==> config.mk <==
export PLATFORM = sky130hd
export DESIGN_NAME = tq_resq
export DESIGN_NICKNAME = d
export VERILOG_FILES = /design/src/tq_pkg.sv /design/src/tq_resq.sv
export SDC_FILE = /design/constraint.sdc
export NUM_CORES = 1
export LEC_CHECK = 0
export BUFFER_PORTS_ARGS = -buffer_cell sky130_fd_sc_hd__buf_4
export CORE_MARGIN = 1
export CORE_UTILIZATION = 30
export DETAILED_ROUTE_END_ITERATION = 8
export PLACE_DENSITY = 0.55
export SYNTH_ARGS = -nofsm -noshare
export SYNTH_HDL_FRONTEND = slang
export SYNTH_SLANG_ARGS = --single-unit
==> constraint.sdc <==
create_clock -name clk -period 1.35 [get_ports clk]
set_input_delay 0.0675 -clock clk [delete_from_list [all_inputs] [get_ports clk]]
set_output_delay 0.0675 -clock clk [all_outputs]
set_load 0.01 [all_outputs]
==> src/tq_pkg.sv <==
// tq_pkg: shared types and constants for the team queue.
// Word layouts between front, back and result queue, action codes, engine states.
// No dependencies.
package tq_pkg;

	localparam int ELEM_W       = 10;
	localparam int TEAM_W       = 10;
	localparam int CNT_W        = 11;
	localparam int LEN_W        = 11;
	localparam int ELEMENTS_DEF = 1024;
	localparam int TEAMS_DEF    = 1024;

	localparam logic [LEN_W-1:0] QLEN_MAX  = LEN_W'(2047);
	localparam logic [CNT_W-1:0] COUNT_MAX = CNT_W'(2047);

	localparam logic [1:0] ACT_ASSIGN  = 2'd0;
	localparam logic [1:0] ACT_ENQUEUE = 2'd1;
	localparam logic [1:0] ACT_DEQUEUE = 2'd2;
	localparam logic [1:0] ACT_CLEAR   = 2'd3;

	typedef enum logic [2:0] {
		OP_NOP,
		OP_ASSIGN,
		OP_ENQ,
		OP_DEQ,
		OP_CLEAR
	} op_t;

	typedef struct packed {
		op_t               op;
		logic [ELEM_W-1:0] element;
		logic [TEAM_W-1:0] team;
	} cmd_t;

	typedef struct packed {
		logic [ELEM_W-1:0] out_element;
		logic              was_empty;
	} res_t;

	typedef enum logic [2:0] {
		ST_SWEEP,
		ST_IDLE,
		ST_ENQ_LOOK,
		ST_ENQ_LINK,
		ST_ENQ_FIX,
		ST_ENQ_SPLICE,
		ST_DEQ_LOOK,
		ST_DEQ_DONE
	} state_t;

endpackage

==> src/tq_resq.sv <==
// tq_resq: two-entry result queue between the engine and the output side.
// Depends on tq_pkg.
module tq_resq (
	input  logic         clk,
	input  logic         arst_n,
	input  logic         push,
	input  tq_pkg::res_t din,
	output logic         full,
	output logic         empty,
	input  logic         pop,
	output tq_pkg::res_t dout
);
	import tq_pkg::*;

	res_t       slot_q [2];
	logic [1:0] cnt_q;
	logic       wp_q;
	logic       rp_q;
	logic       wr;
	logic       rd;

	assign full  = cnt_q == 2'd2;
	assign empty = cnt_q == 2'd0;
	assign wr    = push && !full;
	assign rd    = pop && !empty;
	assign dout  = slot_q[rp_q];

	always_ff @(posedge clk) begin
		if (wr) begin
			slot_q[wp_q] <= din;
		end
	end

	always_ff @(posedge clk or negedge arst_n) begin
		if (!arst_n) begin
			cnt_q <= 2'd0;
			wp_q  <= 1'b0;
			rp_q  <= 1'b0;
		end else begin
			cnt_q <= cnt_q + 2'(wr) - 2'(rd);
			if (wr) begin
				wp_q <= !wp_q;
			end
			if (rd) begin
				rp_q <= !rp_q;
			end
		end
	end

endmodule

==> results.json <==
{
  "syn_inst": 52,
  "first_pass_iters": 3,
  "synth.avg_cell_area_um2": 19.15,
  "antennaDiodeCount": 0,
  "min_path_type": "primary input to asynchronous set/reset pin",
  "critPathSlowestCell": "dfrtp_1",
  "tritoncts": "yes",
  "layout_worst_path_cycle_share_pct": 112.7,
  "syn_area_um2": 996.0,
  "maxCapViolCount": 0,
  "layout_common_cells": "buf_4, edfxtp_1, buf_6, dlygate4sd3_1, mux2_4",
  "finalNetCount": 131,
  "finalCriticalPeriod_ns": 1.522,
  "wl_per_cell_um": 12.50,
  "grt_max_degree": 15,
  "antenna_found_initial": 0,
  "dieArea_um2": 3555,
  "rsz0062_at_grt": "true",
  "setup_viol": 25,
  "yosys_warnings": 0,
  "ir_drop_v": 0.001210,
  "arrival_ns": 1.76,
  "violations": "setup timing",
  "power_density_nw_per_um2": 2050,
  "worstSetupPathType": "flop to flop",
  "ys_ff_latch": 26,
  "ctsLongestPathBuffers": 2,
  "overflow": 0,
  "cp.required_ns": 1.59,
  "track_usage_pct": 11.68,
  "die_h_um": 59.62,
  "start_util_pct": 32.10,
  "final_common_cell": "buf_4",
  "crit_path_start_kind": "flop",
  "fmax_mhz": 657.2,
  "place_congestion": 0.6143,
  "drive_gt1_share_pct": 63.72,
  "clk_latency_ns": 0.31,
  "slew_viol_final": 0,
  "cp_common_cell": "ha_4",
  "worst_pin_slew_ns": 0.1779,
  "numPortBuffers": 27,
  "setup_ws_ns": -0.1715,
  "viasPerCell": 4.210,
  "endpoint_kind": "flop",
  "relSlewSlack_pct": 88.08,
  "cp_max_fo": 3,
  "critPathBufInv": 1,
  "synth_fp_nets": 69,
  "hold_viol_final": 0,
  "ios": 28,
  "outcome": "finished, violations left",
  "die_w_um": 59.62,
  "grt_pass1_wl_um": 2960,
  "fin_worst_skew_ns": 0.008398,
  "htree_levels": 1,
  "hpwlAfterDp_um": 1174,
  "finalSetupTns_ns": -1.853,
  "ys_types": 13,
  "numCtsBuffers": 3,
  "crit_chain": "nand2b_4, nand2_4, ha_4, inv_2, ha_4, xnor2_4, xnor2_1",
  "num_rows": 20,
  "coreArea_um2": 3103,
  "drt_wl_total_um": 1963,
  "p_leak_nw": 0.7410,
  "totalPowerFinal_mw": 3.648,
  "cp_top_family": "flip-flops",
  "pre_cts_ws_ns": -0.1657,
  "hold_ws_ns": 0.05999,
  "dr_total_vias": 661,
  "grt_pass1_vias": 720,
  "drt_iter0_markers": 3,
  "areaGrowthSynthToFinish_pct": 78.64,
  "cts_root_buffer": "clkbuf_4",
  "max_stage_delay_ns": 0.44,
  "cts_sinks": 26,
  "yosysSeqAreaShare_pct": 76.38,
  "drc_errors": 0,
  "clk_pin_slew_ns": 0.14,
  "ant_nets": 0
}
-- registers in the layout (all words and copies together) (netlist names) --
name and count:
cnt_q 2, wp_q 1, slot_q 22, rp_q 1
-- power breakdown --
group	switching, mW	leakage, nW	internal [mW]
logic	0.716	0.477	1.36
registers	0.128	0.249	1.12
clock network	0.217	0.0154	0.108
-- stage by stage --
| step | std cells | area, um^2 | util [%] |
|---|---|---|---|
| 2_1_floorplan | 52 | 1001 | - |
| 3_3_place_gp | 130 | 1333 | 42.94 |
| 3_5_place_dp | 130 | 1333 | 42.94 |
| 4_1_cts | 152 | 1575 | 50.77 |
| 5_1_grt | 157 | 1779 | 57.34 |
| 6_report | 157 | 1779 | 57.34 |
-- per-layer routing --
layer  vias to the layer above  GRT usage, %  wire, um
met5                         -             0         0
met2                        23         20.71      1048
met3                         4         3.493        97
li1                        313             -         -
met1                       321         11.94       782
met4                         0         7.309        36
-- worst register-to-register path, delay by kind of cell, from the launching register on --
family | cells | cell delay, ns
buffers and inverters | 1 | 0.04
and+or+nand+nor | 2 | 0.24
DFF | 1 | 0.44
xor gates and xnor gates | 2 | 0.31
adders and majority gates | 2 | 0.42
-- path summary, 6_finish.rpt --
check                      cells past startpoint      from       end  slack [ns]
max                                            7  cnt_q[0]  cnt_q[1]       -0.17
max reg2reg                                    7  cnt_q[0]  cnt_q[1]       -0.17
min                                            2    arst_n  cnt_q[1]        0.06
min in group clk                               4      push      wp_q        0.16
max in group asynchronous                      2    arst_n      rp_q        1.17
min reg2reg                                    2      wp_q      wp_q        0.61
-- area by class of cell --
type | count | area, um^2
Timing Repair Buffer | 58 | 590.6
Clock buffer | 3 | 22.52
Multi-Input combinational cell | 23 | 336.6
Clock inverter | 1 | 3.754
Inverter | 2 | 7.507
Sequential cell | 26 | 763.2
Fill cell | 281 | 1324
Tap cell | 44 | 55.05
-- cell usage after synthesis --
master / n / area share (%)
xnor2_1: 3 / 2.6
xor2_1: 1 / 0.88
buf_6: 1 / 1.1
nand2_1: 1 / 0.38
nor2_1: 2 / 0.75
and3_1: 1 / 0.63
nor2b_2: 1 / 0.88
nand2b_1: 1 / 0.63
edfxtp_1: 22 / 66
mux2_2: 11 / 12
ha_1: 2 / 2.5
inv_1: 2 / 0.75
dfrtp_1: 4 / 10
-- cells by family after synthesis --
| logic type | count (synthesis) | synth area share [%] |
|---|---|---|
| DFF | 26 | 76.38 |
| muxes | 11 | 12.44 |
| and+or+nand+nor | 6 | 3.267 |
| xor gates and xnor gates | 4 | 3.518 |
| buffers and inverters | 3 | 1.885 |
| adders and majority gates | 2 | 2.512 |
-- repair_timing --
item	4_1_cts	5_1_grt
buffers inserted	6	4
endpoints found under the setup margin	34	25
cloned	0	2
pin swaps	1	5
resized for setup	10	30
endpoints found under the hold margin	26	0
hold buffers	12	0
(Power assumes the default switching activity.)
