<file path="config.mk">
export PLATFORM = sky130hd
export DESIGN_NAME = tq_front
export DESIGN_NICKNAME = d
export VERILOG_FILES = /design/src/tq_pkg.sv /design/src/tq_front.sv
export SDC_FILE = /design/constraint.sdc
export NUM_CORES = 1
export LEC_CHECK = 0
export BUFFER_PORTS_ARGS = -buffer_cell sky130_fd_sc_hd__buf_2
export CAP_MARGIN = 20
export CELL_PAD_IN_SITES_DETAIL_PLACEMENT = 0
export CELL_PAD_IN_SITES_GLOBAL_PLACEMENT = 1
export CORE_MARGIN = 5
export CORE_UTILIZATION = 40
export CTS_BUF_LIST = sky130_fd_sc_hd__clkbuf_2 sky130_fd_sc_hd__clkbuf_4 sky130_fd_sc_hd__clkbuf_8
export DETAILED_ROUTE_END_ITERATION = 10
export PLACE_DENSITY = 0.79
export SYNTH_ARGS = -nofsm -noshare
export SYNTH_HDL_FRONTEND = slang
export SYNTH_SLANG_ARGS = --single-unit
export TNS_END_PERCENT = 20
</file>
<file path="constraint.sdc">
create_clock -name clk -period 3.1 [get_ports clk]
set_clock_uncertainty 0.1 [all_clocks]
set_input_delay 0.62 -clock clk [delete_from_list [all_inputs] [get_ports clk]]
set_output_delay 0.62 -clock clk [all_outputs]
set_load 0.02 [all_outputs]
</file>
<file path="src/tq_pkg.sv">
// tq_pkg: shared types and constants for the team queue.
// Word layouts between front, back and result queue, action codes, engine states.
// No dependencies.
package tq_pkg;

	localparam int ELEM_W       = 10;
	localparam int TEAM_W       = 10;
	localparam int CNT_W        = 11;
	localparam int LEN_W        = 11;
	localparam int ELEMENTS_DEF = 1024;
	localparam int TEAMS_DEF    = 1024;

	localparam logic [LEN_W-1:0] QLEN_MAX  = LEN_W'(2047);
	localparam logic [CNT_W-1:0] COUNT_MAX = CNT_W'(2047);

	localparam logic [1:0] ACT_ASSIGN  = 2'd0;
	localparam logic [1:0] ACT_ENQUEUE = 2'd1;
	localparam logic [1:0] ACT_DEQUEUE = 2'd2;
	localparam logic [1:0] ACT_CLEAR   = 2'd3;

	typedef enum logic [2:0] {
		OP_NOP,
		OP_ASSIGN,
		OP_ENQ,
		OP_DEQ,
		OP_CLEAR
	} op_t;

	typedef struct packed {
		op_t               op;
		logic [ELEM_W-1:0] element;
		logic [TEAM_W-1:0] team;
	} cmd_t;

	typedef struct packed {
		logic [ELEM_W-1:0] out_element;
		logic              was_empty;
	} res_t;

	typedef enum logic [2:0] {
		ST_SWEEP,
		ST_IDLE,
		ST_ENQ_LOOK,
		ST_ENQ_LINK,
		ST_ENQ_FIX,
		ST_ENQ_SPLICE,
		ST_DEQ_LOOK,
		ST_DEQ_DONE
	} state_t;

endpackage

</file>
<file path="src/tq_front.sv">
// tq_front: input side; decodes each word, range-checks assign and enqueue operands, holds two commands.
// Depends on tq_pkg.
module tq_front #(
	parameter int ELEMENTS = tq_pkg::ELEMENTS_DEF,
	parameter int TEAMS    = tq_pkg::TEAMS_DEF
) (
	input  logic                      clk,
	input  logic                      arst_n,
	input  logic                      push,
	output logic                      full,
	input  logic [1:0]                action,
	input  logic [tq_pkg::ELEM_W-1:0] element,
	input  logic [tq_pkg::TEAM_W-1:0] team,
	input  logic                      busy,
	output logic                      cmd_valid,
	output tq_pkg::cmd_t              cmd,
	input  logic                      cmd_pop
);
	import tq_pkg::*;

	cmd_t       slot_q [2];
	cmd_t       cmd_in;
	logic [1:0] cnt_q;
	logic       wp_q;
	logic       rp_q;
	logic       wr;
	logic       rd;
	logic       elem_ok;
	logic       team_ok;

	assign elem_ok = 32'(element) < ELEMENTS;
	assign team_ok = 32'(team) < TEAMS;

	always_comb begin
		cmd_in.element = element;
		cmd_in.team    = team;
		unique case (action)
			ACT_ASSIGN:  cmd_in.op = (elem_ok && team_ok) ? OP_ASSIGN : OP_NOP;
			ACT_ENQUEUE: cmd_in.op = elem_ok ? OP_ENQ : OP_NOP;
			ACT_DEQUEUE: cmd_in.op = OP_DEQ;
			ACT_CLEAR:   cmd_in.op = OP_CLEAR;
			default:     cmd_in.op = OP_NOP;
		endcase
	end

	assign full      = (cnt_q == 2'd2) || busy;
	assign wr        = push && !full;
	assign cmd_valid = cnt_q != 2'd0;
	assign rd        = cmd_pop && cmd_valid;
	assign cmd       = slot_q[rp_q];

	always_ff @(posedge clk) begin
		if (wr) begin
			slot_q[wp_q] <= cmd_in;
		end
	end

	always_ff @(posedge clk or negedge arst_n) begin
		if (!arst_n) begin
			cnt_q <= 2'd0;
			wp_q  <= 1'b0;
			rp_q  <= 1'b0;
		end else begin
			cnt_q <= cnt_q + 2'(wr) - 2'(rd);
			if (wr) begin
				wp_q <= !wp_q;
			end
			if (rd) begin
				rp_q <= !rp_q;
			end
		end
	end

endmodule

</file>
==> metrics.csv <==
stage;metric;value;unit
run_status;status;completed;
hold_path;worst min-delay path category;input pin to asynchronous set/reset pin;
placement;DP Area;2350;um2
cells_and_area;Non-Filler Instances;224;
clocking;Num CTS Buffers;5;
clocking;# Post-CTS Setup Buffers;0;
placement;placed cell count;216;
yosys;post-synth top area cell;edfxtp_1;
critical_path;startpoint class of the critical path;register;
job;max-cap violations;0;
yosys;Yosys cell types;15;
power;VDD IR-drop max;337;uV
yosys;post-synth net total;129;
yosys;number of synthesized flops with an enable pin;46;
routing;drt wl/cell;14.3;um
floorplanning;# rows;25;
cells_and_area;nets@finish;188;
clocking;CTS Sinks;50;
clocking;Clock Path Buffers;2;
yosys;Synth top cells by count;edfxtp_1 (46), mux2_4 (19), ha_1 (5);
grt;GRT Util Overall;10.3;%
placement;PortBufs;51;
timing;RSZ-0062 raised after global routing;false;
routing;DRC viols;0;
cells_and_area;ANT cells;0;
cells_and_area;share of post-route cells with drive strength above 1;58.0;%
routing;DRT antenna net count;0;
routing;DRT iter0 DRCs;29;
timing;final-report max-slew violation count;0;
routing;Vias;991;
power;Reg power frac;44.5;%
power;Sw Pwr;0.623;mW
critical_path;R2R depth;7;
power;clock network power share;18.3;%
critical_path;Setup crit end kind;output pin;
timing;Final setup viols;0;
critical_path;crit-path cells;buf_4, mux2_2, buf_2;
grt;antenna violations before repair;0;
timing;crit path time final;2.17;ns
critical_path;CP required;2.38;ns
yosys;Cells after Synth;97;
floorplanning;die area;6540;um2
power;combinational power share;37.2;%
power;switching part of the total;31.2;%
yosys;sequential-to-total area share from yosys stat;73.7;%
power;LEAKAGE;0.998;nW
yosys;Yosys top cell area share;68.7;%
floorplanning;# IOs;52;
yosys;synthesized flop and latch total;50;
clocking;CTS resizes;0;
critical_path;worst-path fanout max;13;
clocking;Clock transition at path regs;0.08;ns
timing;fmax;462;MHz
critical_path;WS Path Type;register to output pin;
yosys;prevailing post-synth register cell;edfxtp_1;
cells_and_area;Final Instance Area;2440;um2
grt;grt ovf;0;
grt;vias in the first global route;1075;
timing;Least-Margin Pin Slew;0.274;ns
floorplanning;core area;4790;um2
power;pwr dens;819;nW/um2
cells_and_area;final core utilization;51.0;%
critical_path;Slowest cell on crit path;mux2_2;
yosys;synthesized area per cell;20.7;um2
critical_path;CP max stage delay;0.37;ns
power;Final Total Pwr;2.00;mW
grt;first-pass GRT wire length;4.97;mm
yosys;count leader, synth;edfxtp_1;
timing;Hold Vio Cnt, Final;0;
yosys;synth warn;0;
timing;TNS Setup;0;ns
clocking;Worst-Skew Late Latency;0.29;ns
critical_path;Arr. time, crit path;1.45;ns
cells_and_area;Synth-to-Final Area Change;21.5;%
floorplanning;Initial Util;42.0;%
yosys;post-synthesis cell area;2010;um2
clocking;hold_buf cts;0;
placement;gpl congestion;0.643;
clocking;TritonCTS clock tree;yes;
routing;Via density;4.42;
timing;crit share post-route;69.9;%
floorplanning;die width;80.9;um
grt;pin count of the biggest net entering global routing;21;
timing;Max-slew headroom;81.7;%
clocking;root buf cell;clkbuf_8;
floorplanning;Vert. Die Dim;80.9;um
yosys;Post-synth ARST share;8.00;%
critical_path;reg2reg setup slack;1.32;ns
routing;drt pass-1 iters;4;
routing;final wirelength;3.21;mm
clocking;H-tree levels;2;
placement;HPWL after DPL;2.43;mm
yosys;Area contributors post-synth;edfxtp_1 (69%), mux2_4 (14%), dfrtp_1 (5.0%);
power;Int Pwr;1.38;mW
routing by layer:
layer  track usage (%)  wire (um)  vias to the layer above
li1                  -          -                      477
met1              12.3       1400                      471
met2              17.0       1500                       41
met3              4.77        295                        2
met4              2.53         16                        0
met5                 0          0                        -
through the flow:
stage | setup slack (ns) | hold WS [ns]
after floorplan | 0.746 | 0.224
after global placement | 1.12 | 0.334
after detailed placement | 1.06 | 0.339
after CTS | 0.895 | 0.00199
after global routing | 0.862 | 0.00315
final | 0.934 | 0.0140
final cells by class:
class,instances,area [um2]
repair buffers,55,285
inverters,4,15.0
multi-input cells,40,484
well taps,67,83.8
clock buffers,7,83.8
clock inverters,1,7.51
fillers,435,2340
flip-flops and latches,50,1480
cell families after synthesis:
logic type	after synthesis	synth area share [%]
DFF	50	73.7
muxes	23	16.4
and+or+nand+nor	8	2.55
buffers and inverters	7	2.43
adders and majority gates	5	3.11
xor gates and xnor gates	4	1.74
worst max-delay path: cells and delay by family, from the launching register on:
| kind | cells | cell delay [ns] |
|---|---|---|
| buffers and inverters | 2 | 0.41 |
| flip-flops | 1 | 0.36 |
| multiplexers | 1 | 0.37 |
worst paths after layout:
check | from | to
min | arst_n | rp_q
min in group clk | cnt_q[1] | cnt_q[1]
max reg2reg | cnt_q[1] | cnt_q[1]
max | rp_q | cmd[1]
max in group asynchronous | arst_n | cnt_q[0]
min reg2reg | cnt_q[1] | cnt_q[1]
power by group through the flow:
stage / combinational (mW) / sequential, mW / clock, mW
2_1_floorplan: 0.585 / 0.896 / 0
3_3_place_gp: 0.743 / 0.900 / 0
3_5_place_dp: 0.759 / 0.905 / 0
4_1_cts: 0.761 / 0.891 / 0.386
5_1_grt: 0.797 / 0.900 / 0.414
6_report: 0.743 / 0.889 / 0.366
cell usage in the layout, fill, tap and decap left out, drive strengths merged:
master / synthesis / routed
and2: 1 / 1
buf: 3 / 55
clkbuf: 0 / 7
clkinvlp: 0 / 1
dfrtp: 4 / 4
edfxtp: 46 / 46
ha: 5 / 5
inv: 4 / 4
mux2: 23 / 23
nand2b: 2 / 2
nand3b: 1 / 1
nor2: 2 / 2
or2: 2 / 2
xnor2: 3 / 3
xor2: 1 / 1
state kept, by name, indices dropped and copies added (netlist names):
register / count
cnt_q: 2
slot_q: 46
rp_q: 1
wp_q: 1
No activity file was read; power rests on OpenSTA's default activity.
